File: config.mk
export PLATFORM = sky130hd
export DESIGN_NAME = gnl_blend
export DESIGN_NICKNAME = d
export VERILOG_FILES = /design/src/hdl/gnl_pkg.sv /design/src/hdl/gnl_blend.sv
export SDC_FILE = /design/constraint.sdc
export NUM_CORES = 1
export LEC_CHECK = 0
export BUFFER_PORTS_ARGS = -buffer_cell sky130_fd_sc_hd__buf_2
export CORE_MARGIN = 2
export CORE_UTILIZATION = 55
export CTS_BUF_LIST = sky130_fd_sc_hd__clkbuf_8
export DETAILED_ROUTE_END_ITERATION = 16
export PLACE_DENSITY = 0.73
export SYNTH_ARGS = -nofsm -noshare
export SYNTH_HDL_FRONTEND = slang
export SYNTH_SLANG_ARGS = --single-unit
File: constraint.sdc
create_clock -name clk -period 12 [get_ports clk]
set_clock_uncertainty 0.1 [all_clocks]
set_input_delay 0.6 -clock clk [delete_from_list [all_inputs] [get_ports clk]]
set_output_delay 0.6 -clock clk [all_outputs]
set_load 0.005 [all_outputs]
File: src/hdl/gnl_pkg.sv
`timescale 1ns / 1ps

package gnl_pkg;

  localparam int TableSize = 256;
  localparam int IdxBits   = 8;
  localparam int FracBits  = 16;
  localparam int GradW     = 15;
  localparam int EaseW     = FracBits + 1;
  localparam int ValW      = 20;
  localparam int NoiseW    = 16;

  typedef enum logic [2:0] {
    OP_NOISE1     = 3'd0,
    OP_NOISE2     = 3'd1,
    OP_NOISE3     = 3'd2,
    OP_LOAD_PERM  = 3'd3,
    OP_LOAD_GRAD1 = 3'd4,
    OP_LOAD_GRAD2 = 3'd5,
    OP_LOAD_GRAD3 = 3'd6
  } op_t;

  typedef logic signed [ValW-1:0]  val_t;
  typedef logic [EaseW-1:0]        ease_t;
  typedef logic signed [GradW-1:0] grad_t;
  typedef logic [IdxBits-1:0]      idx_t;

endpackage

File: src/hdl/gnl_blend.sv
`timescale 1ns / 1ps

// Linear interpolation a + floor((b - a) * s / 2^16) over two register stages.
module gnl_blend import gnl_pkg::*; (
  input  logic  clk,
  input  logic  en,
  input  ease_t s,
  input  val_t  a,
  input  val_t  b,
  output val_t  y
);

  localparam int ProdW = ValW + 1 + EaseW + 1;

  logic signed [ValW:0]    diff;
  logic signed [ProdW-1:0] prod;
  val_t                    a_q;

  assign diff = (ValW + 1)'(b) - (ValW + 1)'(a);

  always_ff @(posedge clk) begin
    if (en) begin
      prod <= ProdW'(diff) * ProdW'($signed({1'b0, s}));
      a_q  <= a;
      y    <= a_q + ValW'(prod >>> FracBits);
    end
  end

endmodule

==> results.toml <==
[outcome]
outcome = "complete, no violations"

[die]
num_rows = 61
fp.coreArea_um2 = 27800
io_pins = 79
fp.dieW_um = 172
dieArea_um2 = 29600
die_height_um = 172
start_util = 0.560

[routing]
first_pass_iters = 6
postRouteAntennaNets = 0
wl_per_cell_um = 16.4
viasPerCell = 5.20
dr_total_vias = 10800
drc = 0
drt_iter0_drc = 576
wl_um = 33900

[yosys]
synth_cell_types = 48
synth-edff-count = 60
synth_nets = 2165
synth_flop_cell = "edfxtp_1"
async_flop_share = 0
synth_cells = 1645
syn-cell-area_um2 = 15500
avgSynthCellArea_um2 = 9.45
ys_seq_area_frac = 0.116
ys_warn_count = 0
ys_ff_latch = 60

[critical_path]
startpoint_type = "primary input"
worstPathRequired_ns = 12.00
cp_common_cell = "fa_1"
slowest_stage = "xnor2_2"
end_kind = "register"
worst-path-max-fanout = 17
max_stage_delay_ns = 0.75
timing.setup.critical_path_class = "in2reg"
reg2reg_from = "prod[16]"
cp.buffers_inverters = 4
r2r_end = "y[18]"
crit_family = "adder cells"
cp.arrival_ns = 9.55
critPathLaunch = "a[0]"
cp_num_cells = 33
r2r_slack_ns = 8.58
worst-r2r-cell-count = 13
crit_end = "prod[30]"

[placed_design]
port_buffers = 78
routabilityCongestion = 0.859
hpwlAfterDp_um = 27600

[global_route]
grt_max_degree = 61
grt_antenna_before_repair = 0
grt_use_total = 0.250
gr-total-overflow = 0
grt_pass1_vias = 11900
grt_pass1_wl_um = 57900

[clocking]
cts_root_buf = "clkbuf_8"
ctsHoldBuffers = 0
cts_buffers = 9
cts_sinks = 60
post_cts_buffers = 0
clockBufferDepth = 2
cts_max_level = 3
cts_tree = "yes"
insertion_delay_ns = 0.36
clkTransAtPathRegs_ns = 0.08
cts_resized = 0

[timing]
maxSlewHeadroom = 0.299
rsz0062_at_grt = "no"
finalCriticalPeriod_ns = 9.55
finalCritPeriodShare = 0.796
final-setup-viol-count = 0
finalHoldViolCount = 0
max_freq_mhz = 105
worst_pin_slew_ns = 1.05
tns_ns = 0
final-max-slew-violation-count = 0

[finish]
drive_gt1_frac = 0.0702
num_antenna_cells = 0
final_common_cell = "inv_1"
areaGrowthSynthToFinish_pct = 6.63
nNetsFinal = 2209
layout_common_cells = "434 x inv_1, 336 x fa_1, 206 x nand2_1, 139 x and2_1, 125 x ha_1"

[min_path]
hp-class = "in2reg"

[flow_run]
maxCapViolCount = 0
registers in the layout (all words and copies together) (netlist names):
| register | cells |
|---|---|
| a_q | 20 |
| y | 20 |
| prod | 20 |
logic make-up (layout without fill, tap and decap cells):
group / after synthesis / in the layout / share of synthesized area
flops: 60 / 60 / 0.116
fa+ha+maj: 461 / 461 / 0.533
compound gates: 123 / 123 / 0.0529
buf+inv: 489 / 538 / 0.118
simple gates: 445 / 445 / 0.141
xor+xnor: 67 / 67 / 0.0391
worst min path at each step:
stage / start / endpoint / slack [ns] / cells past startpoint
4_1_cts: a[10] / a_q[10] / 0.33 / 1
2_1_floorplan: a_q[0] / y[0] / 0.41 / 1
5_1_grt: a[10] / a_q[10] / 0.32 / 1
6_report: a[3] / a_q[3] / 0.33 / 1
3_5_place_dp: a_q[0] / y[0] / 0.44 / 1
3_3_place_gp: prod[16] / y[0] / 0.43 / 1
synthesized netlist by cell type, types with 13 or more instances:
cell	instances	area, um2
inv_1	432	1620
fa_1	336	6730
nand2_1	206	773
and2_1	139	870
ha_1	125	1560
edfxtp_1	60	1800
clkbuf_1	54	203
xnor2_1	48	420
a21oi_1	36	180
nor2b_1	33	206
nor2_1	27	101
o21ai_0	26	130
xor2_1	17	149
a21o_1	13	97.6
metal layers:
| metal | part of all wire | GRT usage | vias to the layer above |
|---|---|---|---|
| met3 | 0.041 | 0.0293 | 52 |
| met1 | 0.42 | 0.323 | 5496 |
| met4 | 0.021 | 0.0559 | 0 |
| met2 | 0.52 | 0.453 | 276 |
| met5 | 0 | 0 | - |
| li1 | - | - | 4943 |
through the flow:
step / instances / util / hold slack, ns / setup WS (ns) / cell area [um2]
after floorplan: 1645 / - / 0.413 / 3.48 / 15500
after global placement: 2056 / 0.588 / 0.433 / 2.43 / 16300
after detailed placement: 2056 / 0.588 / 0.435 / 2.14 / 16300
after CTS: 2072 / 0.597 / 0.328 / 2.48 / 16600
after global routing: 2072 / 0.597 / 0.322 / 1.98 / 16600
final: 2072 / 0.597 / 0.331 / 2.45 / 16600
layout make-up:
cell class,count,area [um2]
clock buffers,9,124
clock inverters,7,108
fillers,2403,11200
inverters,432,1620
multi-input cells,1096,12000
flip-flops and latches,60,1800
well taps,378,473
repair buffers,90,480
Power is left out: the tool's default activity adds up to more than one toggle a clock period on the data nets, which glitch-free logic cannot reach.
